File: src/pwm_pkg.sv
// Shared constants, register codes and word types for the perspective warp map generator.
package pwm_pkg;

  // Format of coordinates and of the sub-pixel position
  localparam int COORD_BITS = 12;
  localparam int FRAC_BITS  = 5;
  localparam int MARGIN_PX  = 5;

  // Datapath widths, some derived from the formats above
  localparam int COEF_W = 32;
  localparam int PROD_W = COEF_W + COORD_BITS + 1;   // signed coef times unsigned coord
  localparam int SUM_W  = PROD_W + 2;                // two products plus a constant
  localparam int MAG_W  = SUM_W;                     // magnitude of a sum
  localparam int DIV_W  = MAG_W + FRAC_BITS;         // scaled numerator magnitude
  localparam int Q_W    = 33;                        // quotient bits resolved by the divider
  localparam int POS_W  = 32;                        // clamped position width
  localparam int SIZE_W = 13;

  // Queue between front and back
  localparam int QDEPTH = 4;
  localparam int QPTR_W = $clog2(QDEPTH);
  localparam int QCNT_W = $clog2(QDEPTH + 1);

  // Configuration register indexes
  localparam int CFG_IDX_W = 4;
  typedef enum logic [CFG_IDX_W-1:0] {
    REG_FRAME_WIDTH  = 4'd0,
    REG_FRAME_HEIGHT = 4'd1,
    REG_ROW0_XY      = 4'd2,
    REG_ROW0_C       = 4'd3,
    REG_ROW1_XY      = 4'd4,
    REG_ROW1_C       = 4'd5,
    REG_ROW2_XY      = 4'd6,
    REG_ROW2_C       = 4'd7
  } cfg_reg_t;

  // Register file contents
  typedef struct packed {
    logic [SIZE_W-1:0] frame_width;
    logic [SIZE_W-1:0] frame_height;
    logic [63:0]       row0_xy;
    logic [31:0]       row0_c;
    logic [63:0]       row1_xy;
    logic [31:0]       row1_c;
    logic [63:0]       row2_xy;
    logic [31:0]       row2_c;
  } cfg_t;

  // Word from front to back: numerators and denominator
  typedef struct packed {
    logic signed [SUM_W-1:0] nx;
    logic signed [SUM_W-1:0] ny;
    logic signed [SUM_W-1:0] w;
  } dot_word_t;

  // Queue status toward the front
  typedef struct packed {
    logic [QCNT_W-1:0] count;
  } queue_stat_t;

endpackage

File: src/pwm_queue.sv
// Short queue of dot-product words between front and back.
module pwm_queue (
  input  logic                  clk,
  input  logic                  rst,
  input  logic                  push,
  input  pwm_pkg::dot_word_t    push_word,
  input  logic                  pop,
  output logic                  not_empty,
  output pwm_pkg::dot_word_t    head,
  output pwm_pkg::queue_stat_t  stat
);

  pwm_pkg::dot_word_t            mem [0:pwm_pkg::QDEPTH-1];
  logic [pwm_pkg::QPTR_W-1:0]    wr_ptr, rd_ptr;
  logic [pwm_pkg::QCNT_W-1:0]    count;

  // Storage
  always_ff @(posedge clk) begin
    if (push) mem[wr_ptr] <= push_word;
  end

  // Pointers and fill count
  always_ff @(posedge clk) begin
    if (rst) begin
      wr_ptr <= '0;
      rd_ptr <= '0;
      count  <= '0;
    end else begin
      if (push) wr_ptr <= wr_ptr + 1'b1;
      if (pop)  rd_ptr <= rd_ptr + 1'b1;
      if (push && !pop)      count <= count + 1'b1;
      else if (pop && !push) count <= count - 1'b1;
    end
  end

  assign not_empty  = (count != '0);
  assign head       = mem[rd_ptr];
  assign stat.count = count;

endmodule

File: config.mk
export PLATFORM = sky130hd
export DESIGN_NAME = pwm_queue
export DESIGN_NICKNAME = d
export VERILOG_FILES = /design/src/pwm_pkg.sv /design/src/pwm_queue.sv
export SDC_FILE = /design/constraint.sdc
export NUM_CORES = 1
export LEC_CHECK = 0
export BUFFER_PORTS_ARGS = -buffer_cell sky130_fd_sc_hd__buf_2
export CAP_MARGIN = 30
export CORE_ASPECT_RATIO = 1.2
export CORE_UTILIZATION = 50
export CTS_CLUSTER_DIAMETER = 150
export CTS_CLUSTER_SIZE = 12
export DETAILED_ROUTE_END_ITERATION = 6
export PLACE_DENSITY = 0.74
export SYNTH_ARGS = -nofsm -noshare
export SYNTH_HDL_FRONTEND = slang
export SYNTH_SLANG_ARGS = --single-unit
File: constraint.sdc
create_clock -name clk -period 4.2 [get_ports clk]
set_input_delay 0.21 -clock clk [delete_from_list [all_inputs] [get_ports clk]]
set_output_delay 0.21 -clock clk [all_outputs]
set_load 0.1 [all_outputs]
==> flow_summary.json <==
{
  "min_period_ps": 2750,
  "ant_nets": 0,
  "skew_ps": 10.5,
  "yosysTopAreaCell": "edfxtp_1",
  "place.gp.congestion": 0.719,
  "ys_warn_count": 0,
  "pin_count": 290,
  "start_util_pct": 50.8,
  "synthTopCellsByArea": "edfxtp_1, mux4_2, dfxtp_1",
  "netlist_instances": 780,
  "power.leakage_nw": 8.71,
  "grt_pass1_wl_um": 59500,
  "synthArstFlopShare_pct": 0,
  "p_per_area_nw_per_um2": 529,
  "worstSetupEndpointType": "output pin",
  "core_area_um2": 40800,
  "cts_buffers": 53,
  "die_w_um": 188,
  "max_freq_mhz": 364,
  "cts.sinks": 573,
  "postPlaceCellArea_um2": 22900,
  "crit_arrival_ps": 2540,
  "crit_type": "reg -> out",
  "port_buffers": 289,
  "tns_ps": 0,
  "rr_startpoint": "wr_ptr[0]$_SDFFE_PP0P_",
  "drtIter0Drc": 586,
  "final-setup-viol-count": 0,
  "final_net_count": 1401,
  "cp.required_ps": 3990,
  "overflow": 0,
  "grt_usage_pct": 18.8,
  "cts_tree": "built",
  "final_area_um2": 25800,
  "synthTopCellsByCount": "edfxtp_1, mux4_2, buf_2, buf_6, dfxtp_1",
  "first_global_vias": 10650,
  "clk_path_buf_depth": 3,
  "path_clk_slew_ps": 60,
  "syn_area_per_cell_um2": 26.6,
  "wl_per_cell_um": 21.7,
  "wirelength_um": 39400,
  "hold_start": "push_word[44]",
  "post_cts_buffers": 0,
  "hpwl_um": 21900,
  "setup_slack_ps": 1450,
  "drtPass1Iterations": 7,
  "tightest_slew_ps": 910,
  "antenna_found_initial": 5,
  "ys_ff_latch": 573,
  "syn2layout_area_growth_pct": 24.3,
  "fp.dieH_um": 225,
  "synth_fp_nets": 931,
  "drc": 0,
  "synth_top_area_share_pct": 81.6,
  "syn-cell-area_um2": 20800,
  "yosys.cell_count.top_type": "edfxtp_1",
  "num_rows": 81,
  "ys_types": 19,
  "status": "completed",
  "synth_seq_area_share_pct": 82.5,
  "synthFlopType": "edfxtp_1",
  "fin_crit_sh_pct": 65.4,
  "drv_cap": 0,
  "hold_viol_final": 0,
  "via_per_inst": 5.40,
  "peakVddDrop_mv": 0.392,
  "slew_headroom_pct": 39.4,
  "htreeDepth": 2,
  "rsz0062_at_grt": "no",
  "pre_cts_ws_ps": 1990,
  "drive_gt1_share_pct": 39.9,
  "hold_path_class": "in -> reg",
  "clk-insertion-delay-late_ps": 560,
  "synth-edff-count": 564,
  "critPathLaunchType": "flip-flop",
  "path_max_fanout": 40,
  "cts_root_buf": "clkbuf_16",
  "ctsHoldBuffers": 145,
  "cts-resized-gates": 0,
  "finalMaxSlewViolations": 0,
  "die_area_um2": 42300,
  "grt_max_degree": 82,
  "vias": 9790
}
critical path, cell delays in order (launching register included):
cell and delay (ps):
dfxtp_4 380, buf_4 640, mux4_2 610, buf_2 310
state kept, by name, summed over array words and instances (netlist names), named ones only:
signal / flops
rd_ptr: 2
wr_ptr: 2
mem: 564
stat: 3
power breakdown:
group / leakage [nW] / total [mW] / switching [mW] / internal (mW)
clock: 0.710 / 4.20 / 1.84 / 2.36
combinational: 2.74 / 2.80 / 2.17 / 0.624
sequential: 5.26 / 6.64 / 0.0631 / 6.57
worst paths after layout:
check,cells after the start,end,slack [ps]
hold / removal,2,mem[3][44]$_DFFE_PP_,390
setup / recovery,3,head[118],1450
hold reg to reg,2,stat[2]$_SDFFE_PP0P_,520
setup reg to reg,4,mem[2][63]$_DFFE_PP_,2050
placed cells by master (no fill, tap or decap), types with 5 or more instances in the layout:
master	count
clkbuf_1	20
ha_1	5
edfxtp_1	564
nor2_1	7
buf_4	7
mux4_2	141
dlygate4sd3_1	145
clkbuf_16	55
buf_12	7
buf_2	289
dfxtp_1	7
cell families (layout without fill, tap and decap cells):
group,Yosys count,in the layout,share of synthesized area (%)
and+or+nand+nor,14,14,0.326
xor gates and xnor gates,5,5,0.211
other,0,2,0
buffers and inverters,37,529,1.13
DFF,573,573,82.5
muxes,143,143,15.4
adders and majority gates,6,6,0.398
AOI/OAI and AO/OA,2,2,0.0482
metal layers:
layer | vias up | part of all wire [%] | GRT usage (%)
li1 | 4302 | - | -
met1 | 5132 | 39 | 22.7
met2 | 289 | 53 | 33.6
met3 | 61 | 5.9 | 4.50
met4 | 6 | 1.9 | 5.53
met5 | - | 0.086 | 0
layout make-up:
| class | instances | area (um^2) |
|---|---|---|
| antenna | 2 | 5.00 |
| clock buffer | 75 | 1450 |
| clock inverter | 2 | 13.8 |
| fill | 2688 | 15100 |
| inverter | 4 | 15.0 |
| multi-input combinational | 170 | 3410 |
| sequential | 573 | 17100 |
| tap | 539 | 674 |
| timing repair buffer | 448 | 3090 |
per-stage QoR:
step                      std cells  hold WS (ps)  util [%]  power, mW
after detailed placement       1589           425      56.0       9.45
after floorplan                 780           309         -       8.98
after CTS                      1811           359      63.1       13.8
final                          1813           389      63.1       13.6
after global routing           1813           375      63.1       14.0
after global placement         1589           420      56.0       9.43
No activity file was read; power rests on OpenSTA's default activity.
